File: src/rtl/core/swla_pkg.sv
`timescale 1ns / 1ps
// ---------------------------------------------------------------------------
// Snake walk animator package
// Shared sizes, codes, record types and the heading choice rule.
// ---------------------------------------------------------------------------
package swla_pkg;

  localparam int SNAKE_LEN = 5;
  localparam int GRID_COLS = 16;
  localparam int GRID_ROWS = 16;

  localparam int COL_W   = 4;
  localparam int ROW_W   = 4;
  localparam int IDX_W   = $clog2(SNAKE_LEN) > 0 ? $clog2(SNAKE_LEN) : 1;
  localparam int HUE_W   = 15;
  localparam int CLR_W   = 16;
  localparam int CNT_W   = 8;

  localparam int NUM_REGS  = 8;
  localparam int REG_IDX_W = $clog2(NUM_REGS);
  localparam int PADDR_W   = REG_IDX_W + 2;
  localparam int PDATA_W   = 32;

  localparam logic [COL_W-1:0] COL_LAST = COL_W'(GRID_COLS - 1);
  localparam logic [ROW_W-1:0] ROW_LAST = ROW_W'(GRID_ROWS - 1);
  localparam logic [IDX_W-1:0] IDX_LAST = IDX_W'(SNAKE_LEN - 1);
  localparam logic [CNT_W-1:0] CNT_MAX  = '1;

  typedef enum logic [1:0] {
    HEAD_UP    = 2'd0,
    HEAD_RIGHT = 2'd1,
    HEAD_DOWN  = 2'd2,
    HEAD_LEFT  = 2'd3
  } heading_t;

  typedef enum logic [REG_IDX_W-1:0] {
    REG_MOVE_INTERVAL     = 3'd0,
    REG_MOVES_BEFORE_TURN = 3'd1,
    REG_HUE_STEP          = 3'd2,
    REG_VALUE_STEP        = 3'd3,
    REG_MAX_VALUE         = 3'd4,
    REG_START_HUE         = 3'd5,
    REG_START_SAT         = 3'd6,
    REG_START_VALUE       = 3'd7
  } cfg_addr_t;

  typedef enum logic [1:0] {
    S_IDLE,
    S_EMIT,
    S_TURN,
    S_STEP
  } ctrl_state_t;

  typedef struct packed {
    logic [CNT_W-1:0] move_interval;
    logic [CNT_W-1:0] moves_before_turn;
    logic [HUE_W-1:0] hue_step;
    logic [CLR_W-1:0] value_step;
    logic [CLR_W-1:0] max_value;
    logic [HUE_W-1:0] start_hue;
    logic [CLR_W-1:0] start_sat;
    logic [CLR_W-1:0] start_value;
  } cfg_t;

  typedef struct packed {
    logic [COL_W-1:0] pixel_col;
    logic [ROW_W-1:0] pixel_row;
    logic [HUE_W-1:0] pixel_hue;
    logic [CLR_W-1:0] pixel_sat;
    logic [CLR_W-1:0] pixel_value;
    logic             frame_last;
  } pixel_t;

  // Controller to datapath.
  typedef struct packed {
    logic accept;
    logic emit;
    logic turn;
    logic step;
  } dp_cmd_t;

  // Datapath to controller.
  typedef struct packed {
    logic move_due;
    logic slot_free;
    logic last_seg;
    logic wall;
  } dp_sts_t;

  function automatic heading_t pick_heading(heading_t dir, logic [COL_W-1:0] c,
                                            logic [ROW_W-1:0] r, logic b);
    heading_t h;
    logic     c0, cl, r0, rl;
    c0 = (c == '0);
    cl = (c == COL_LAST);
    r0 = (r == '0);
    rl = (r == ROW_LAST);
    case (dir)
      HEAD_UP: begin
        if (c0)      h = r0 ? HEAD_RIGHT : (b ? HEAD_RIGHT : HEAD_UP);
        else if (cl) h = r0 ? HEAD_LEFT : (b ? HEAD_LEFT : HEAD_UP);
        else         h = b ? HEAD_LEFT : HEAD_RIGHT;
      end
      HEAD_RIGHT: begin
        if (r0)      h = cl ? HEAD_DOWN : (b ? HEAD_DOWN : HEAD_RIGHT);
        else if (rl) h = cl ? HEAD_UP : (b ? HEAD_UP : HEAD_RIGHT);
        else         h = b ? HEAD_UP : HEAD_DOWN;
      end
      HEAD_DOWN: begin
        if (c0)      h = rl ? HEAD_RIGHT : (b ? HEAD_RIGHT : HEAD_DOWN);
        else if (cl) h = rl ? HEAD_LEFT : (b ? HEAD_LEFT : HEAD_DOWN);
        else         h = b ? HEAD_RIGHT : HEAD_LEFT;
      end
      default: begin
        if (r0)      h = c0 ? HEAD_DOWN : (b ? HEAD_DOWN : HEAD_LEFT);
        else if (rl) h = c0 ? HEAD_UP : (b ? HEAD_UP : HEAD_LEFT);
        else         h = b ? HEAD_DOWN : HEAD_UP;
      end
    endcase
    return h;
  endfunction

endpackage

File: src/rtl/core/swla_if.sv
`timescale 1ns / 1ps
// ---------------------------------------------------------------------------
// Snake walk animator channels
// Valid/ready channel interfaces for input items and pixel items.
// ---------------------------------------------------------------------------
interface swla_in_if;
  logic valid;
  logic ready;
  logic mode;
  logic periodic_turn_bit;
  logic wall_turn_bit;

  modport source (output valid, output mode, output periodic_turn_bit,
                  output wall_turn_bit, input ready);
  modport sink (input valid, input mode, input periodic_turn_bit,
                input wall_turn_bit, output ready);
endinterface

interface swla_out_if import swla_pkg::*; ();
  logic             valid;
  logic             ready;
  logic [COL_W-1:0] pixel_col;
  logic [ROW_W-1:0] pixel_row;
  logic [HUE_W-1:0] pixel_hue;
  logic [CLR_W-1:0] pixel_sat;
  logic [CLR_W-1:0] pixel_value;
  logic             frame_last;

  modport source (output valid, output pixel_col, output pixel_row, output pixel_hue,
                  output pixel_sat, output pixel_value, output frame_last,
                  input ready);
  modport sink (input valid, input pixel_col, input pixel_row, input pixel_hue,
                input pixel_sat, input pixel_value, input frame_last,
                output ready);
endinterface

File: src/rtl/core/swla_cfg_regs.sv
`timescale 1ns / 1ps
// ---------------------------------------------------------------------------
// Snake walk animator configuration registers
// APB-style register file holding timing and colour settings.
// ---------------------------------------------------------------------------
module swla_cfg_regs import swla_pkg::*; (
  input  logic               clk,
  input  logic               rst_n,
  input  logic               psel,
  input  logic               penable,
  input  logic               pwrite,
  input  logic [PADDR_W-1:0] paddr,
  input  logic [PDATA_W-1:0] pwdata,
  output logic [PDATA_W-1:0] prdata,
  output logic               pready,
  output cfg_t               cfg
);

  cfg_t      cfg_r, cfg_nxt;
  cfg_addr_t addr;
  logic      wr_en;

  assign pready = 1'b1;
  assign addr   = cfg_addr_t'(paddr[PADDR_W-1:2]);
  assign wr_en  = psel && penable && pwrite;
  assign cfg    = cfg_r;

  always_comb begin
    cfg_nxt = cfg_r;
    if (wr_en) begin
      case (addr)
        REG_MOVE_INTERVAL:     cfg_nxt.move_interval     = pwdata[CNT_W-1:0];
        REG_MOVES_BEFORE_TURN: cfg_nxt.moves_before_turn = pwdata[CNT_W-1:0];
        REG_HUE_STEP:          cfg_nxt.hue_step          = pwdata[HUE_W-1:0];
        REG_VALUE_STEP:        cfg_nxt.value_step        = pwdata[CLR_W-1:0];
        REG_MAX_VALUE:         cfg_nxt.max_value         = pwdata[CLR_W-1:0];
        REG_START_HUE:         cfg_nxt.start_hue         = pwdata[HUE_W-1:0];
        REG_START_SAT:         cfg_nxt.start_sat         = pwdata[CLR_W-1:0];
        REG_START_VALUE:       cfg_nxt.start_value       = pwdata[CLR_W-1:0];
        default:               cfg_nxt = cfg_r;
      endcase
    end
  end

  always_comb begin
    case (addr)
      REG_MOVE_INTERVAL:     prdata = PDATA_W'(cfg_r.move_interval);
      REG_MOVES_BEFORE_TURN: prdata = PDATA_W'(cfg_r.moves_before_turn);
      REG_HUE_STEP:          prdata = PDATA_W'(cfg_r.hue_step);
      REG_VALUE_STEP:        prdata = PDATA_W'(cfg_r.value_step);
      REG_MAX_VALUE:         prdata = PDATA_W'(cfg_r.max_value);
      REG_START_HUE:         prdata = PDATA_W'(cfg_r.start_hue);
      REG_START_SAT:         prdata = PDATA_W'(cfg_r.start_sat);
      REG_START_VALUE:       prdata = PDATA_W'(cfg_r.start_value);
      default:               prdata = '0;
    endcase
  end

  always_ff @(posedge clk) begin
    if (!rst_n) begin
      cfg_r.move_interval     <= CNT_W'(100);
      cfg_r.moves_before_turn <= CNT_W'(2);
      cfg_r.hue_step          <= HUE_W'(328);
      cfg_r.value_step        <= '0;
      cfg_r.max_value         <= CLR_W'(32768);
      cfg_r.start_hue         <= HUE_W'(328);
      cfg_r.start_sat         <= CLR_W'(32768);
      cfg_r.start_value       <= CLR_W'(2294);
    end else begin
      cfg_r <= cfg_nxt;
    end
  end

endmodule

File: src/rtl/core/swla_ctrl.sv
`timescale 1ns / 1ps
// ---------------------------------------------------------------------------
// Snake walk animator controller
// Sequences item intake, frame emission, turning and the head step.
// ---------------------------------------------------------------------------
module swla_ctrl import swla_pkg::*; (
  input  logic        clk,
  input  logic        rst_n,
  input  logic        in_valid,
  output logic        in_ready,
  input  dp_sts_t     sts,
  output dp_cmd_t     cmd,
  output ctrl_state_t state
);

  ctrl_state_t state_r, state_nxt;

  assign state = state_r;

  always_ff @(posedge clk) begin
    if (!rst_n) begin
      state_r <= S_IDLE;
    end else begin
      state_r <= state_nxt;
    end
  end

  always_comb begin
    state_nxt = state_r;
    cmd       = '0;
    in_ready  = 1'b0;
    case (state_r)
      S_IDLE: begin
        in_ready   = 1'b1;
        cmd.accept = in_valid;
        if (in_valid && sts.move_due) state_nxt = S_EMIT;
      end
      S_EMIT: begin
        // One pixel per cycle whenever the output register can take it.
        if (sts.slot_free) begin
          cmd.emit = 1'b1;
          if (sts.last_seg) state_nxt = S_TURN;
        end
      end
      S_TURN: begin
        cmd.turn  = 1'b1;
        state_nxt = S_STEP;
      end
      S_STEP: begin
        // At a wall the heading is replaced and the step is retried.
        cmd.step = 1'b1;
        if (!sts.wall) state_nxt = S_IDLE;
      end
      default: begin
        state_nxt = S_IDLE;
      end
    endcase
  end

endmodule

File: src/rtl/core/swla_datapath.sv
`timescale 1ns / 1ps
// ---------------------------------------------------------------------------
// Snake walk animator datapath
// Segment positions, heading, counters, shared colour and the pixel register.
// ---------------------------------------------------------------------------
module swla_datapath import swla_pkg::*; (
  input  logic    clk,
  input  logic    rst_n,
  input  cfg_t    cfg,
  input  logic    in_mode,
  input  logic    in_periodic_turn_bit,
  input  logic    in_wall_turn_bit,
  input  dp_cmd_t cmd,
  output dp_sts_t sts,
  output logic    out_valid,
  input  logic    out_ready,
  output pixel_t  out_pix
);

  logic [COL_W-1:0] seg_col_r [SNAKE_LEN];
  logic [ROW_W-1:0] seg_row_r [SNAKE_LEN];
  heading_t         heading_r;
  logic [CNT_W-1:0] moves_r;
  logic [CNT_W-1:0] ticks_r;
  logic [HUE_W-1:0] hue_r;
  logic [CLR_W-1:0] sat_r;
  logic [CLR_W-1:0] value_r;
  logic [IDX_W-1:0] idx_r;
  logic             pbit_r;
  logic             wbit_r;
  logic             out_valid_r;
  pixel_t           out_pix_r;

  logic [CNT_W-1:0] ticks_inc;
  logic [CNT_W-1:0] moves_inc;
  logic             wall;
  logic [CLR_W:0]   value_sum;

  assign ticks_inc = (ticks_r == CNT_MAX) ? ticks_r : ticks_r + CNT_W'(1);
  assign moves_inc = moves_r + CNT_W'(1);
  assign value_sum = {1'b0, value_r} + {1'b0, cfg.value_step};

  always_comb begin
    case (heading_r)
      HEAD_UP:    wall = (seg_row_r[0] == '0);
      HEAD_RIGHT: wall = (seg_col_r[0] >= COL_LAST);
      HEAD_DOWN:  wall = (seg_row_r[0] >= ROW_LAST);
      default:    wall = (seg_col_r[0] == '0);
    endcase
  end

  assign sts.move_due  = !in_mode && (ticks_inc >= cfg.move_interval);
  assign sts.slot_free = !out_valid_r || out_ready;
  assign sts.last_seg  = (idx_r == IDX_LAST);
  assign sts.wall      = wall;

  assign out_valid = out_valid_r;
  assign out_pix   = out_pix_r;

  // Architectural snake state.
  always_ff @(posedge clk) begin
    if (!rst_n) begin
      for (int i = 0; i < SNAKE_LEN; i++) begin
        seg_col_r[i] <= '0;
        seg_row_r[i] <= '0;
      end
      heading_r <= HEAD_DOWN;
      moves_r   <= '0;
      ticks_r   <= '0;
      hue_r     <= '0;
      sat_r     <= '0;
      value_r   <= '0;
    end else begin
      if (cmd.accept) begin
        if (in_mode) begin
          for (int i = 0; i < SNAKE_LEN; i++) begin
            seg_col_r[i] <= '0;
            seg_row_r[i] <= '0;
          end
          hue_r   <= cfg.start_hue;
          sat_r   <= cfg.start_sat;
          value_r <= cfg.start_value;
          ticks_r <= '0;
        end else if (sts.move_due) begin
          ticks_r <= '0;
        end else begin
          ticks_r <= ticks_inc;
        end
      end
      if (cmd.turn) begin
        // The head keeps its place here, so the turn sees the old head.
        if (moves_inc > cfg.moves_before_turn) begin
          heading_r <= pick_heading(heading_r, seg_col_r[0], seg_row_r[0], pbit_r);
          moves_r   <= '0;
        end else begin
          moves_r <= moves_inc;
        end
        for (int i = 1; i < SNAKE_LEN; i++) begin
          seg_col_r[i] <= seg_col_r[i-1];
          seg_row_r[i] <= seg_row_r[i-1];
        end
      end
      if (cmd.step) begin
        if (wall) begin
          heading_r <= pick_heading(heading_r, seg_col_r[0], seg_row_r[0], wbit_r);
          moves_r   <= '0;
        end else begin
          case (heading_r)
            HEAD_UP:    seg_row_r[0] <= seg_row_r[0] - ROW_W'(1);
            HEAD_RIGHT: seg_col_r[0] <= seg_col_r[0] + COL_W'(1);
            HEAD_DOWN:  seg_row_r[0] <= seg_row_r[0] + ROW_W'(1);
            default:    seg_col_r[0] <= seg_col_r[0] - COL_W'(1);
          endcase
          hue_r   <= hue_r + cfg.hue_step;
          value_r <= (value_sum > {1'b0, cfg.max_value}) ? '0 : value_sum[CLR_W-1:0];
        end
      end
    end
  end

  // Frame index and output register.
  always_ff @(posedge clk) begin
    if (!rst_n) begin
      idx_r       <= '0;
      out_valid_r <= 1'b0;
    end else begin
      if (cmd.accept) begin
        idx_r <= '0;
      end else if (cmd.emit) begin
        idx_r <= idx_r + IDX_W'(1);
      end
      if (cmd.emit) begin
        out_valid_r <= 1'b1;
      end else if (out_ready) begin
        out_valid_r <= 1'b0;
      end
    end
  end

  always_ff @(posedge clk) begin
    if (cmd.accept) begin
      pbit_r <= in_periodic_turn_bit;
      wbit_r <= in_wall_turn_bit;
    end
    if (cmd.emit) begin
      out_pix_r.pixel_col   <= seg_col_r[idx_r];
      out_pix_r.pixel_row   <= seg_row_r[idx_r];
      out_pix_r.pixel_hue   <= hue_r;
      out_pix_r.pixel_sat   <= sat_r;
      out_pix_r.pixel_value <= value_r;
      out_pix_r.frame_last  <= (idx_r == IDX_LAST);
    end
  end

endmodule

File: src/rtl/core/snake_walk_led_animator.sv
`timescale 1ns / 1ps
// ---------------------------------------------------------------------------
// Snake walk LED animator
// Moves a snake over a 16 x 16 grid and emits one pixel item per segment.
//
// Input items arrive on in_if: mode 0 is a millisecond tick, mode 1 restarts
// the snake at (0,0) with the start colour. A tick that completes the move
// interval yields a frame of five pixel items on out_if, head first, with
// frame_last set on the tail segment; other items yield nothing.
// After an item that causes no move the intake stays open. A move passes
// through intake, one emission per segment through the output register,
// a turn state and a head step, retried after a wall replaced the heading;
// the next item waits for the step to finish. The output register holds a
// pixel until out_if.ready takes it; while the receiver stalls, emission
// pauses and the snake state does not advance. Synchronous reset (rst_n
// low) loads the register defaults, places every segment at (0,0) heading
// down with zero colour, clears the counters. Registers are to be written
// over the APB-style port only while idle; the block does not enforce it.
// ---------------------------------------------------------------------------
module snake_walk_led_animator import swla_pkg::*; (
  input  logic               clk,
  input  logic               rst_n,
  swla_in_if.sink            in_if,
  swla_out_if.source         out_if,
  input  logic               psel,
  input  logic               penable,
  input  logic               pwrite,
  input  logic [PADDR_W-1:0] paddr,
  input  logic [PDATA_W-1:0] pwdata,
  output logic [PDATA_W-1:0] prdata,
  output logic               pready
);

  cfg_t        cfg;
  dp_cmd_t     cmd;
  dp_sts_t     sts;
  ctrl_state_t state;
  pixel_t      pix;
  logic        in_ready;
  logic        out_valid;

  swla_cfg_regs u_cfg_regs (
    .clk     (clk),
    .rst_n   (rst_n),
    .psel    (psel),
    .penable (penable),
    .pwrite  (pwrite),
    .paddr   (paddr),
    .pwdata  (pwdata),
    .prdata  (prdata),
    .pready  (pready),
    .cfg     (cfg)
  );

  swla_ctrl u_ctrl (
    .clk      (clk),
    .rst_n    (rst_n),
    .in_valid (in_if.valid),
    .in_ready (in_ready),
    .sts      (sts),
    .cmd      (cmd),
    .state    (state)
  );

  swla_datapath u_datapath (
    .clk                  (clk),
    .rst_n                (rst_n),
    .cfg                  (cfg),
    .in_mode              (in_if.mode),
    .in_periodic_turn_bit (in_if.periodic_turn_bit),
    .in_wall_turn_bit     (in_if.wall_turn_bit),
    .cmd                  (cmd),
    .sts                  (sts),
    .out_valid            (out_valid),
    .out_ready            (out_if.ready),
    .out_pix              (pix)
  );

  assign in_if.ready        = in_ready;
  assign out_if.valid       = out_valid;
  assign out_if.pixel_col   = pix.pixel_col;
  assign out_if.pixel_row   = pix.pixel_row;
  assign out_if.pixel_hue   = pix.pixel_hue;
  assign out_if.pixel_sat   = pix.pixel_sat;
  assign out_if.pixel_value = pix.pixel_value;
  assign out_if.frame_last  = pix.frame_last;

  // A pixel is only loaded when the output register is free or draining.
  a_emit_needs_slot: assert property (@(posedge clk) disable iff (!rst_n)
    cmd.emit |-> (!out_valid || out_if.ready))
    else $error("pixel loaded over a pending pixel");

  // No new item is taken while a frame is being emitted.
  a_no_intake_in_emit: assert property (@(posedge clk) disable iff (!rst_n)
    cmd.emit |-> !in_ready)
    else $error("intake open during frame emission");

  // A restart never starts a frame.
  a_restart_no_frame: assert property (@(posedge clk) disable iff (!rst_n)
    (in_if.valid && in_ready && in_if.mode) |=> (state == S_IDLE))
    else $error("restart item started a frame");

  // A successful head step returns the block to intake.
  a_step_done: assert property (@(posedge clk) disable iff (!rst_n)
    (cmd.step && !sts.wall) |=> in_ready)
    else $error("intake not reopened after head step");

endmodule
File: src/flat_wrapper.sv
// flat-port wrapper written by rule: the top's interface ports become plain ports
module snake_walk_led_animator_flat import swla_pkg::*;
  (clk, rst_n, psel, penable, pwrite, paddr, pwdata, prdata, pready, in_if_valid, in_if_mode, in_if_periodic_turn_bit, in_if_wall_turn_bit, in_if_ready, out_if_valid, out_if_pixel_col, out_if_pixel_row, out_if_pixel_hue, out_if_pixel_sat, out_if_pixel_value, out_if_frame_last, out_if_ready);
  swla_in_if in_if_i ();
  swla_out_if out_if_i ();
  input  logic clk;
  input  logic rst_n;
  input  logic psel;
  input  logic penable;
  input  logic pwrite;
  input  logic [PADDR_W-1:0] paddr;
  input  logic [PDATA_W-1:0] pwdata;
  output logic [PDATA_W-1:0] prdata;
  output logic pready;
  input wire logic [$bits(in_if_i.valid)-1:0] in_if_valid;
  input wire logic [$bits(in_if_i.mode)-1:0] in_if_mode;
  input wire logic [$bits(in_if_i.periodic_turn_bit)-1:0] in_if_periodic_turn_bit;
  input wire logic [$bits(in_if_i.wall_turn_bit)-1:0] in_if_wall_turn_bit;
  output wire logic [$bits(in_if_i.ready)-1:0] in_if_ready;
  output wire logic [$bits(out_if_i.valid)-1:0] out_if_valid;
  output wire logic [$bits(out_if_i.pixel_col)-1:0] out_if_pixel_col;
  output wire logic [$bits(out_if_i.pixel_row)-1:0] out_if_pixel_row;
  output wire logic [$bits(out_if_i.pixel_hue)-1:0] out_if_pixel_hue;
  output wire logic [$bits(out_if_i.pixel_sat)-1:0] out_if_pixel_sat;
  output wire logic [$bits(out_if_i.pixel_value)-1:0] out_if_pixel_value;
  output wire logic [$bits(out_if_i.frame_last)-1:0] out_if_frame_last;
  input wire logic [$bits(out_if_i.ready)-1:0] out_if_ready;
  assign in_if_i.valid = in_if_valid;
  assign in_if_i.mode = in_if_mode;
  assign in_if_i.periodic_turn_bit = in_if_periodic_turn_bit;
  assign in_if_i.wall_turn_bit = in_if_wall_turn_bit;
  assign in_if_ready = in_if_i.ready;
  assign out_if_valid = out_if_i.valid;
  assign out_if_pixel_col = out_if_i.pixel_col;
  assign out_if_pixel_row = out_if_i.pixel_row;
  assign out_if_pixel_hue = out_if_i.pixel_hue;
  assign out_if_pixel_sat = out_if_i.pixel_sat;
  assign out_if_pixel_value = out_if_i.pixel_value;
  assign out_if_frame_last = out_if_i.frame_last;
  assign out_if_i.ready = out_if_ready;
  snake_walk_led_animator u_core (.clk(clk), .rst_n(rst_n), .in_if(in_if_i), .out_if(out_if_i), .psel(psel), .penable(penable), .pwrite(pwrite), .paddr(paddr), .pwdata(pwdata), .prdata(prdata), .pready(pready));
endmodule
File: config.mk
export PLATFORM = sky130hd
export DESIGN_NAME = snake_walk_led_animator_flat
export DESIGN_NICKNAME = d
export VERILOG_FILES = /design/src/rtl/core/swla_pkg.sv /design/src/rtl/core/swla_if.sv /design/src/rtl/core/swla_cfg_regs.sv /design/src/rtl/core/swla_ctrl.sv /design/src/rtl/core/swla_datapath.sv /design/src/rtl/core/snake_walk_led_animator.sv /design/src/flat_wrapper.sv
export SDC_FILE = /design/constraint.sdc
export NUM_CORES = 1
export LEC_CHECK = 0
export ABC_AREA = 1
export BUFFER_PORTS_ARGS = -buffer_cell sky130_fd_sc_hd__buf_2
export CORE_ASPECT_RATIO = 0.9
export CORE_UTILIZATION = 30
export CTS_CLUSTER_SIZE = 14
export DETAILED_ROUTE_END_ITERATION = 8
export PLACE_DENSITY_LB_ADDON = 0.12
export SYNTH_ARGS = -nofsm -noshare
export SYNTH_HDL_FRONTEND = slang
export SYNTH_SLANG_ARGS = --single-unit
File: constraint.sdc
create_clock -name clk -period 4.8 [get_ports clk]
set_clock_uncertainty 0.05 [all_clocks]
set_input_delay 0.48 -clock clk [delete_from_list [all_inputs] [get_ports clk]]
set_output_delay 0.48 -clock clk [all_outputs]
set_load 0.05 [all_outputs]
Word level (Yosys, flattened, before mapping)
Memory sizes are Yosys's and may differ from the RTL's. A register that Yosys moved wholly into a read port is not among the register bits.
Cells that the tools add are included.
Operators by class
  add/sub/neg operators: 9
  $lt $le $gt $ge: 5
  eq/ne operators: 20
  muxes and demuxes: 143
  bitwise gates (word level): 23
  reduce and logical (&&, ||, !) cells: 25
Operators by type and width (number)
  $pmux 32 s8: 1
  $mux 2: 48
  $mux 4: 22
  $mux 16: 5
  $mux 15: 4
  $mux 8: 7
  $mux 1: 52
  $or 1x1->1: 22
  $reduce_and 2->1: 9
  $add 16x16->17: 1
  $gt 17x16->1: 1
  $add 8x1->8 const B: 2
  $add 15x15->15: 1
  $eq 3x3->1 const B: 5
  $pmux 2 s3: 2
  $add 4x1->4 const B: 2
  $eq 4x4->1 const B: 2
  $eq 8x8->1 const B: 1
  $ge 4x4->1 const B: 2
  $ge 8x8->1: 1
  $gt 8x8->1: 1
  $logic_not 4->1: 2
  $pmux 2 s4: 1
  $sub 4x1->4 const B: 2
  18 further kinds: 29
Storage, ports and cells
  flip-flop bits (word level): 231
  RAM bits: 40
  bits of input ports: 47
  output and inout bits: 91
  word-level logic and storage cells: 250
  memories: 2
Memories
  u_core.u_datapath.seg_col_r: words 5, bits a word 4, rd ports 5, clocked after memory_dff 1, write ports 5, RTL line swla_datapath.sv:20  | logic [COL_W-1:0] seg_col_r [SNAKE_LEN];
  u_core.u_datapath.seg_row_r: words 5, bits a word 4, rd ports 5, clocked after memory_dff 1, write ports 5, RTL line swla_datapath.sv:21  | logic [ROW_W-1:0] seg_row_r [SNAKE_LEN];

Longest topological paths before layout
Gate-level depths: netlist of the first run.
An unclocked memory read counts as a cell.
  depth after elaboration: 10
  gate-level depth with buffers: 24
  depth with buffers taken out: 23

By module
From an unflattened synthesis of the first run, not the netlist that was laid out.
Unflattened totals
  cells, all modules: 1938
  area total of the unflattened synthesis: 14870.5 um^2
Modules (own cells, without submodules)
  swla_datapath: times used 1, cells an instance 1165, area each 9579.2 um^2, sequential area each 4324.1 um^2
  swla_cfg_regs: times used 1, cells an instance 742, area each 5079.9 um^2, sequential area each 2202.1 um^2
  swla_ctrl: times used 1, cells an instance 31, area each 211.5 um^2, sequential area each 40.0 um^2

Worst setup path before layout of the first run
No wires, ideal clock.
  path kind: register to register
  start point: register u_core.u_datapath.out_valid_r, in the netlist u_core.u_datapath.out_valid
  end point: register u_core.u_datapath.idx_r[2]
  library setup time: 0.066 ns
  arrival time: 3.800 ns
  required time: 4.684 ns
  slack: 0.884 ns
  stages on the path, launching flop included: 8
  path buffers: 0
  period minus slack after synthesis: 3.916 ns
  path through: dfxtp_1 inv_1 nor2_1 nor2_1 inv_1 o21ai_0 nand2_1 nor2_1
RTL lines
  start, declared: RTL line swla_datapath.sv:31  | logic out_valid_r;
  start signal, assigned: RTL line swla_datapath.sv:125  | out_valid_r <= 1'b0;
  start signal, assigned: RTL line swla_datapath.sv:133  | out_valid_r <= 1'b1;
  start signal, assigned: RTL line swla_datapath.sv:135  | out_valid_r <= 1'b0;
  end signal, assigned: RTL line swla_datapath.sv:130  | idx_r <= idx_r + IDX_W'(1);
  end, declared: RTL line swla_datapath.sv:28  | logic [IDX_W-1:0] idx_r;

Worst setup path in the final report of the first run
  start point: register u_core.u_cfg_regs.cfg_r (netlist bit u_core.u_cfg_regs.cfg[63])
  end point: register u_core.u_datapath.value_r[1]
Between the ends
  word-level cells in the longest chain between the ends: 5
RTL lines
  start, declared: RTL line swla_cfg_regs.sv:19  | cfg_t cfg_r, cfg_nxt;
  start signal, assigned: RTL line swla_cfg_regs.sv:70  | cfg_r <= cfg_nxt;
  $add 16x16->17 (*): RTL line swla_datapath.sv:41  | assign value_sum = {1'b0, value_r} + {1'b0, cfg.value_step};
  $gt 17x16->1: RTL line swla_datapath.sv:115  | value_r <= (value_sum > {1'b0, cfg.max_value}) ? '0 : value_sum[CLR_W-1:0];
  $mux 16 (*): RTL line swla_datapath.sv:115
  $mux 16 (*): RTL line swla_datapath.sv:104  | if (wall) begin
  $mux 16 (*): RTL line swla_datapath.sv:103  | if (cmd.step) begin
  end signal, assigned: RTL line swla_datapath.sv:82  | value_r <= cfg.start_value;
  end signal, assigned: RTL line swla_datapath.sv:115
  end, declared: RTL line swla_datapath.sv:27  | logic [CLR_W-1:0] value_r;
Mark *: on every way between the ends. The rest lies on a longest branch, timed or not.
A chain may end at the register's enable or synchronous reset.

==> results of run 1 <==
==> cells in the mapped netlist, drive strengths merged, types with 12 or more instances <==
master	number	area (um2)
o22ai	18	113
nand4	16	128
inv	229	862
a221oi	15	131
a21oi	155	780
nand2	228	861
nor2	246	970
dfxtp	181	3620
a22oi	16	120
o21ai	215	1080
buf	39	254
ha	74	926
a31oi	15	109
nand3	58	295
nor3	15	113
xor2	21	184
clkbuf	43	161
xnor2	12	105
edfxtp	98	2940
==> cells by family (layout without fill, tap and decap cells) <==
family	Yosys count	in the layout	synth area share [%]
flip-flops	279	279	46.2
adder cells (fa/ha/maj)	78	78	7.08
AND/OR/NAND/NOR	575	575	17.3
buffers and inverters	313	403	9.04
XOR/XNOR	33	33	2.03
other	2	17	0.0528
AO/OA/AOI/OAI	470	470	18.4
==> per-layer routing <==
layer	vias to the layer above	routed length, um
met5	-	0
met4	0	970
met3	62	2250
met2	297	17200
met1	5540	22300
li1	6050	-
==> final cells by class <==
| cell class | count | area (um2) |
|---|---|---|
| Fill cell | 4926 | 30400 |
| Sequential cell | 279 | 6570 |
| Multi-Input combinational cell | 1173 | 6440 |
| Clock buffer | 53 | 1050 |
| Inverter | 231 | 870 |
| Tap cell | 616 | 771 |
| Timing Repair Buffer | 110 | 573 |
| Clock inverter | 9 | 68.8 |
==> worst max-delay path by stage <==
stage | end | slack [ns] | startpoint
2_1_floorplan | u_core.u_datapath.idx_r[2]$_SDFFE_PP0P_ | 0.88 | u_core.u_datapath.out_valid$_SDFFE_PN0P_
3_5_place_dp | u_core.u_datapath.value_r[0]$_SDFF_PN0_ | 0.90 | u_core.u_datapath.value_r[0]$_SDFF_PN0_
6_report | u_core.u_datapath.value_r[1]$_SDFF_PN0_ | 0.95 | u_core.u_cfg_regs.cfg[63]$_SDFFE_PN0P_
3_3_place_gp | u_core.u_datapath.value_r[2]$_SDFF_PN0_ | 0.96 | u_core.u_datapath.value_r[0]$_SDFF_PN0_
5_1_grt | u_core.u_datapath.value_r[0]$_SDFF_PN0_ | 0.57 | u_core.u_cfg_regs.cfg[63]$_SDFFE_PN0P_
4_1_cts | u_core.u_datapath.value_r[0]$_SDFF_PN0_ | 0.89 | u_core.u_cfg_regs.cfg[63]$_SDFFE_PN0P_
==> power by group through the flow <==
stage	logic [mW]	clock network, mW	registers (mW)
detailed placement	1.66	0	2.99
global placement	1.64	0	2.99
floorplan	0.894	0	3.31
CTS	1.66	2.66	2.94
finish	1.64	2.57	2.94
global route	1.82	2.75	2.97
==> registers in the layout, summed over array words and instances, names as in the netlist <==
signal / count
u_core.u_cfg_regs.cfg: 110
u_core.u_datapath.out_pix: 56
u_core.u_datapath.seg_col_r: 20
u_core.u_datapath.seg_row_r: 20
u_core.u_datapath.sat_r: 16
u_core.u_datapath.value_r: 16
u_core.u_datapath.hue_r: 15
u_core.u_datapath.moves_r: 8
u_core.u_datapath.ticks_r: 8
u_core.u_datapath.idx_r: 3
u_core.u_ctrl.state: 2
u_core.u_datapath.heading_r: 2
u_core.u_datapath.out_valid: 1
u_core.u_datapath.pbit_r: 1
u_core.u_datapath.wbit_r: 1
==> metrics by stage <==
stage / setup WS, ns / utilization, %
2_1_floorplan: 0.884 / -
3_3_place_gp: 0.963 / 32.6
3_5_place_dp: 0.902 / 32.6
4_1_cts: 0.890 / 35.0
5_1_grt: 0.575 / 35.0
6_report: 0.955 / 35.0
==> worst max-delay path, delay by kind of cell, from the launching register on <==
kind            cells  cell delay (ns)
simple gates       13             1.30
fa+ha+maj           3             1.03
compound gates      4             0.69
flops               1             0.34
xor+xnor            1             0.23
buf+inv             2             0.10
==> metrics.txt, run 1 <==
status=completed; Max FO, Critical Path=16; Worst-Margin Slew=1.13 ns; worst skew pair latency=0.55 ns; register area share after synthesis=46.2%; Num CTS Buffers=34; total net switching power=2.44 mW; Clock power frac=36.0%; core area=0.0467 mm2; cts hold-fix bufs=0; critical path class=reg -> reg; internal cell power=4.70 mW; Final min period=3.85 ns; grt met2 use=24.9%; CP Launch Type=flop; initial antenna violation count=0; Initial Utilization=30.4%; Max VDD drop=0.000184 V; Placer Congestion=0.844; critical path arrival=4.24 ns; CP max stage cell=nand2_1; DRT antenna net count=0; first-pass GRT wire length=65900 um; busiest grt layer=met1; crit-path cells=ha_1, fa_1, nand3_1, nand3_2, a21oi_2, o21ai_0, xnor2_1, inv_1, ha_1, nand2_1, inv_1, nor2_1, o21a_1, nand2_1, nand2_1, nand2_1, nand2_1, nand2_1, nand2_1, nand2_1, nand2_1, nand3_1, a21oi_1; Worst Reg-to-Reg Cells=23; Worst-path clk slew=0.06 ns; H-tree depth=2; worst hold start=in_if_periodic_turn_bit; met1 GRT Util=27.1%; Yosys cell types=54; Setup crit end kind=flop; clock sink count=279; # setup viols final=0; hold crit path type=in -> reg; Post-CTS Setup Inserts=0; final net count=1954; IO buf count=102; CTS tree=yes; DP HPWL=30600 um; power per cell area=437 mW/mm2; area grow syn2layout=14.9%; Reg2Reg Launch Point=u_core.u_cfg_regs.cfg[63]$_SDFFE_PN0P_; main flop type after synthesis=dfxtp_1; GR Util All Layers=17.7%; GRT overflow=0; largest net degree at the start of global routing=108; drt total wl=42700 um; final instance area=0.0163 mm2; Async SR Flop Fraction=0%; Yosys warning total=0; met3 Usage GRT=2.82%; row count=75; total power=7.14 mW; Sw Share=34.1%; DR pass1 iterations=7; post-CTS resize count=0; Vert. Die Dim=209 um; share of layout cells above drive strength 1=11.6%; worst hold slack=0.0627 ns; Hold EP=u_core.u_datapath.pbit_r$_DFFE_PP_; final std cells w/o fill=2471; sequential power share=41.1%; Final Slew Violations=0; most frequent cells in the layout=237 x nor2_1, 226 x nand2_1, 202 x inv_1, 196 x o21ai_0, 181 x dfxtp_1; Yosys reg bits=279; die width=231 um; leakage=7.00 nW; Mapped Cells=1750; vias per cell=4.84; Wirelength per Cell=17.3 um; I/O pins=138; drt drc=0; # placed instances=2409; vias in the first global route=11200; Fmax=0.260 GHz; fin crit share=80.1%; Antenna Cells=0; clk root buf=clkbuf_16; CP peak stage delay=0.48 ns; commonest non-fill, non-tap cell in the layout=nor2_1; Rel. slew slack=24.2%; final hold vios=0; RR Endpoint=u_core.u_datapath.value_r[1]$_SDFF_PN0_; CTS max path bufs=3; placed cell area=0.0152 mm2; Setup TNS=0 ns; most frequent CP cell=nand2_1; initial DRC count=961; Die Footprint=0.0483 mm2; logic gate share of total power=22.9%; R2R Setup Slk=0.95 ns; WHS Path Cells=1; Req. time, crit path=5.20 ns; RSZ-0062 raised after global routing=no; Post-synth EDFFs=98; Post-Syn Area=0.0142 mm2; Syn Area/Cell=8.12 um2; vias after detailed routing=11900; max capacitance violation total=0
(Power assumes the default switching activity.)
==> run 2: changes to the inputs <==
- ABC_AREA: 1 -> 0
- clock period: 4.8 -> 3.3 ns (I/O delays scaled with it)
==> run 2 against run 1 <==
The flow now finishes with violations (negative setup slack). Combinational power is essentially flat. Cell count is 5.3% lower. Via count decreased by 3.9%. Setup slack got worse by 1.6 ns. Synthesized cell count fell by 12%. Register-to-register slack worse by 1.6 ns. Sequential power grew 34%. Largest cell class is now multi-input gates. Sequential cell count did not move. Global-route usage is 0.48 points higher. Clock power grew 56%.
==> metrics.txt, run 2 <==
drt total wl=43800 um; Reg2Reg Launch Point=u_core.u_cfg_regs.cfg[63]$_SDFFE_PN0P_; Worst-path clk slew=0.06 ns; # setup viols final=16; busiest grt layer=met1; final instance area=0.0172 mm2; Yosys cell types=73; RSZ-0062 raised after global routing=yes; power per cell area=556 mW/mm2; max reg flops=110; DR pass1 iterations=5; vias in the first global route=10800; initial DRC count=828; Max FO, Critical Path=8; R2R Setup Slk=-0.66 ns; final net count=1820; hold crit path type=in -> reg; core area=0.0466 mm2; Final Slew Violations=0; Rel. slew slack=48.0%; clk root buf=clkbuf_16; Adder-Cell Fraction of Synth Area=7.09%; Post-Syn Area=0.0142 mm2; die width=231 um; top cells by area, synth=dfxtp_1 26%, edfxtp_1 21%, nand2_1 8.6%, ha_1 6.5%, a21oi_1 5.5%; RR Endpoint=u_core.u_datapath.value_r[3]$_SDFF_PN0_; most frequent cells in the layout=324 x nand2_1, 179 x dfxtp_1, 155 x a21oi_1, 102 x buf_2, 98 x edfxtp_1; Mapped Cells=1545; Wirelength per Cell=18.7 um; register area share after synthesis=46.3%; # placed instances=2263; Final min period=3.96 ns; critical path arrival=4.37 ns; DRT antenna net count=0; status=finished with violations; row count=75; CP Launch Type=flop; IO buf count=102; Num CTS Buffers=36; final std cells w/o fill=2339; commonest non-fill, non-tap cell in the layout=nand2_1; most common cell in the netlist=nand2_1; Worst Reg-to-Reg Cells=18; top cells by count, synth=326 x nand2_1, 181 x dfxtp_1, 157 x a21oi_1, 98 x edfxtp_1, 75 x nor2_1; Yosys reg bits=279; largest net degree at the start of global routing=75; area grow syn2layout=21.4%; Die Footprint=0.0482 mm2; Critical Path Start=u_core.u_cfg_regs.cfg[63]$_SDFFE_PN0P_; share of layout cells above drive strength 1=19.6%; CTS tree=yes; worst skew pair latency=0.55 ns; met3 Usage GRT=3.44%; Fillers=4787; leakage=6.98 nW; Post-Synth Simple-Gate Area=17.6%; CTS max path bufs=3; Initial Utilization=30.4%; final hold vios=0; Final WS setup=-0.662 ns; Synth area leader=dfxtp_1; DP HPWL=31800 um; Req. time, crit path=3.71 ns; post-synthesis compound-gate area fraction=14.2%; Post-Synth XOR/XNOR Area=2.47%; I/O pins=138; drt drc=0; met1 GRT Util=27.8%; Max VDD drop=0.000240 V; GRT overflow=0; Yosys warning total=0; main flop type after synthesis=dfxtp_1; initial antenna violation count=3; Async SR Flop Fraction=0%; max capacitance violation total=0; Vert. Die Dim=208 um; Placer Congestion=0.827; end of the critical path=u_core.u_datapath.value_r[3]$_SDFF_PN0_; Antenna Cells=0; vias per cell=4.91; mux contribution to synthesized area=6.99%; Setup crit end kind=flop; H-tree depth=2; first-pass GRT wire length=66900 um; failing checks=negative setup slack; clock sink count=279; fin crit share=120%; Post-synth EDFFs=98; grt met2 use=25.9%; Fmax=0.252 GHz; placed cell area=0.0158 mm2; vias after detailed routing=11500; critical path class=reg -> reg; main combinational cell family by area after synthesis=simple AND/OR/NAND/NOR gates; Synth top area share=25.5%; GR Util All Layers=18.2%; Worst-Margin Slew=0.780 ns; Syn Area/Cell=9.18 um2
[run 2: cell types whose count changed in the layout (fill, tap and decap cells not counted), sizes merged, moves of 40 or more]
cell / before / now
and2: 1 / 41
buf: 110 / 199
inv: 230 / 73
mux2i: 0 / 45
nand2: 228 / 328
nor2: 246 / 75
o21ai: 215 / 50
[run 2: stage by stage]
| step | power, mW | setup WS (ns) | setup TNS (ns) | hold WS [ns] | utilization [%] |
|---|---|---|---|---|---|
| 2_1_floorplan | 5.16 | -0.378 | -5.07 | 0.358 | - |
| 3_3_place_gp | 5.61 | -0.579 | -8.95 | 0.366 | 33.9 |
| 3_5_place_dp | 5.62 | -0.649 | -9.83 | 0.363 | 33.9 |
| 4_1_cts | 9.70 | -0.630 | -9.21 | 0.0120 | 36.7 |
| 5_1_grt | 9.97 | -0.906 | -13.77 | 0.0334 | 36.9 |
| 6_report | 9.57 | -0.662 | -9.79 | 0.0360 | 36.9 |
[run 2: how the worst min path moves through the flow]
stage                                                  startpoint                                       to  slack, ns  cells past startpoint
after floorplan           u_core.u_datapath.sat_r[0]$_SDFFE_PN0P_  u_core.u_datapath.out_pix[17]$_DFFE_PP_       0.36                      0
after global placement    u_core.u_datapath.sat_r[0]$_SDFFE_PN0P_  u_core.u_datapath.out_pix[17]$_DFFE_PP_       0.37                      0
after detailed placement  u_core.u_datapath.sat_r[9]$_SDFFE_PN0P_  u_core.u_datapath.out_pix[26]$_DFFE_PP_       0.36                      0
after CTS                                              pwdata[15]   u_core.u_cfg_regs.cfg[78]$_SDFFE_PN0P_       0.01                      3
after global routing                                   pwdata[14]   u_core.u_cfg_regs.cfg[46]$_SDFFE_PN0P_       0.03                      3
final                                                  pwdata[14]   u_core.u_cfg_regs.cfg[30]$_SDFFE_PN0P_       0.04                      3
[run 2: repair_timing]
action	CTS	global route
pin swaps	13	15
hold endpoints to repair	2	0
resized for setup	11	16
buffers inserted	5	2
cloned	1	0
setup endpoints to repair	16	20
hold buffers	2	0
[run 2: final cells by class]
class	count	area, um2	area share [%]
clock inverters	21	213	1.23
multi-input cells	1107	7140	41.5
repair buffers	201	1280	7.45
inverters	70	265	1.54
well taps	616	771	4.47
clock buffers	45	986	5.72
flip-flops and latches	279	6570	38.1
[run 2: cell families (layout without fill, tap and decap cells)]
logic type / Yosys count / in the layout
simple gates: 566 / 566
compound gates: 329 / 330
flops: 279 / 279
buf+inv: 175 / 337
fa+ha+maj: 78 / 78
mux: 76 / 76
xor+xnor: 40 / 40
other cells: 2 / 17
[run 2: routing by layer]
layer  share of wire (%)  routed length [um]
met3                 5.1                2220
met4                 1.6                 684
met1                  51               22300
met2                  42               18600
met5               0.087                  38
[run 2: where the power goes]
part | switching (mW) | internal (mW) | total [mW]
Combinational | 1.19 | 0.421 | 1.61
Clock | 1.58 | 2.44 | 4.01
Sequential | 0.109 | 3.84 | 3.94
Total | 2.88 | 6.69 | 9.57
[run 2: critical path, stage by stage (launching register included)]
cell       delay (ns)
dfxtp_2          0.34
ha_4             0.17
fa_2             0.33
a21o_1           0.19
a21boi_2         0.18
o21ai_2          0.10
a31oi_1          0.20
o21bai_1         0.10
xnor2_1          0.20
inv_1            0.07
ha_1             0.32
a21oi_2          0.19
nor2_4           0.05
a2111oi_4        0.26
o21ai_1          0.12
a2111oi_2        0.39
o21ai_2          0.16
a31o_4           0.31
o22ai_1          0.17
==> run 3: changes to the inputs <==
- CTS_CLUSTER_DIAMETER: unset -> 80
- SKIP_LAST_GASP: unset -> 1
- SLEW_MARGIN: unset -> 20
==> run 3 against run 2 <==
Cell count fell by 0.77%. Clock-buffer cell count decreased by 5. The run still ends with negative setup slack left. Critical path depth unchanged. Design area down 2.2%. First-iteration DRC count rose by 8.5%. Critical endpoint is now u_core.u_datapath.value_r[9]$_SDFF_PN0_. Sequential cell count unchanged. Critical path type unchanged. Worst hold slack improved by 0.0088 ns.
==> metrics.txt, run 3 (synthesis gave the netlist of run 2 again) <==
status=finished with violations; failing checks=negative setup slack; vias in the first global route=10700; # setup viols final=16; Rel. slew slack=48.6%; share of layout cells above drive strength 1=18.4%; Final min period=3.88 ns; Final WS setup=-0.577 ns; drt total wl=43400 um; leakage=6.79 nW; clock sink count=279; commonest non-fill, non-tap cell in the layout=nand2_1; DRT antenna net count=0; CTS max path bufs=3; GRT overflow=0; hold crit path type=in -> reg; Antenna Cells=0; RR Endpoint=u_core.u_datapath.value_r[9]$_SDFF_PN0_; DP HPWL=31800 um; most frequent cells in the layout=324 x nand2_1, 179 x dfxtp_1, 155 x a21oi_1, 102 x buf_2, 98 x edfxtp_1; critical path arrival=4.31 ns; Fmax=0.258 GHz; Max FO, Critical Path=8; end of the critical path=u_core.u_datapath.value_r[9]$_SDFF_PN0_; Critical Path Start=u_core.u_cfg_regs.cfg[63]$_SDFFE_PN0P_; initial antenna violation count=3; R2R Setup Slk=-0.58 ns; Worst Reg-to-Reg Cells=18; Vert. Die Dim=208 um; CP Launch Type=flop; CTS tree=yes; fin crit share=117%; final net count=1812; max capacitance violation total=0; initial DRC count=898; clk root buf=clkbuf_16; Initial Utilization=30.4%; RSZ-0062 raised after global routing=yes; core area=0.0466 mm2; Req. time, crit path=3.73 ns; row count=75; DR pass1 iterations=5; Reg2Reg Launch Point=u_core.u_cfg_regs.cfg[63]$_SDFFE_PN0P_; drt drc=0; critical path class=reg -> reg; Die Footprint=0.0482 mm2; worst skew pair latency=0.57 ns; Worst-path clk slew=0.07 ns; max reg flops=110; Worst-Margin Slew=0.771 ns; Setup crit end kind=flop; final hold vios=0; Num CTS Buffers=25; vias per cell=4.94; first-pass GRT wire length=66400 um; Placer Congestion=0.827; largest net degree at the start of global routing=75; area grow syn2layout=18.8%; GR Util All Layers=17.9%; I/O pins=138; die width=231 um; Setup WS pre-CTS=-0.649 ns; power per cell area=507 mW/mm2; worst hold slack=0.0449 ns; IO buf count=102; Final Slew Violations=0; Max VDD drop=0.000335 V; H-tree depth=1; vias after detailed routing=11500; Wirelength per Cell=18.7 um
[run 3: cell count changes in the layout (fill, tap and decap cells not counted), sizes merged]
cell,previous run,this run
clkinv,13,1
buf,199,200
bufinv,4,1
dlygate4sd3,2,4
clkinvlp,1,0
clkbuf,45,40
[run 3: final cells by class]
cell class,instances,area [um2]
clock inverter,5,67.6
clock buffer,40,733
fill,4811,29800
tap,616,771
sequential,279,6570
multi-input combinational,1107,7140
timing repair buffer,204,1310
inverter,70,265
[run 3: routing by layer]
metal | GRT usage, % | share of wire [%] | wire length [um]
met4 | 3.15 | 1.6 | 677
met1 | 27.7 | 52 | 22400
met5 | 0 | 0.088 | 38
met3 | 2.69 | 4.1 | 1770
met2 | 26.1 | 43 | 18500
[run 3: stage by stage]
| step | total power, mW | util [%] | cells | setup TNS (ns) | area (um2) |
|---|---|---|---|---|---|
| 2_1_floorplan | 5.16 | - | 1560 | -5.07 | 14300 |
| 3_3_place_gp | 5.61 | 33.9 | 2263 | -8.95 | 15800 |
| 3_5_place_dp | 5.62 | 33.9 | 2263 | -9.83 | 15800 |
| 4_1_cts | 8.66 | 35.9 | 2320 | -8.84 | 16700 |
| 5_1_grt | 8.92 | 36.1 | 2321 | -12.05 | 16900 |
| 6_report | 8.55 | 36.1 | 2321 | -8.60 | 16900 |
[run 3: power breakdown]
| part | switching (mW) | internal, mW |
|---|---|---|
| Combinational | 1.19 | 0.426 |
| Sequential | 0.109 | 3.83 |
| Clock | 1.38 | 1.61 |
[run 3: how the worst min path moves through the flow]
stage          slack, ns                                     from  cells past startpoint                                      end
2_1_floorplan       0.36  u_core.u_datapath.sat_r[0]$_SDFFE_PN0P_                      0  u_core.u_datapath.out_pix[17]$_DFFE_PP_
3_3_place_gp        0.37  u_core.u_datapath.sat_r[0]$_SDFFE_PN0P_                      0  u_core.u_datapath.out_pix[17]$_DFFE_PP_
3_5_place_dp        0.36  u_core.u_datapath.sat_r[9]$_SDFFE_PN0P_                      0  u_core.u_datapath.out_pix[26]$_DFFE_PP_
4_1_cts             0.02                               pwdata[11]                      3   u_core.u_cfg_regs.cfg[90]$_SDFFE_PN0P_
5_1_grt             0.03                               pwdata[11]                      3   u_core.u_cfg_regs.cfg[27]$_SDFFE_PN0P_
6_report            0.04                                pwdata[9]                      3   u_core.u_cfg_regs.cfg[41]$_SDFFE_PN0P_
[run 3: timing repair]
item / in CTS / in global routing
pin swaps: 2 / 13
hold endpoints to repair: 5 / 0
hold buffers: 4 / 0
setup buffers: 7 / 1
setup endpoints to repair: 16 / 20
gates cloned: 1 / 0
gates resized for setup: 9 / 16
[run 3: worst max-delay path, cell delays in order (launching register included)]
cell and delay (ns):
dfxtp_2 0.34, ha_4 0.17, fa_2 0.33, a21o_1 0.20, a21boi_2 0.16, o21ai_2 0.10
a211o_1 0.28, a21oi_2 0.17, xor2_1 0.20, inv_1 0.10, ha_4 0.24, nand2_4 0.08
nor2_4 0.04, a2111oi_4 0.29, o21ai_2 0.13, a2111oi_4 0.30, o21ai_2 0.13, a31o_4 0.30
o22ai_2 0.17
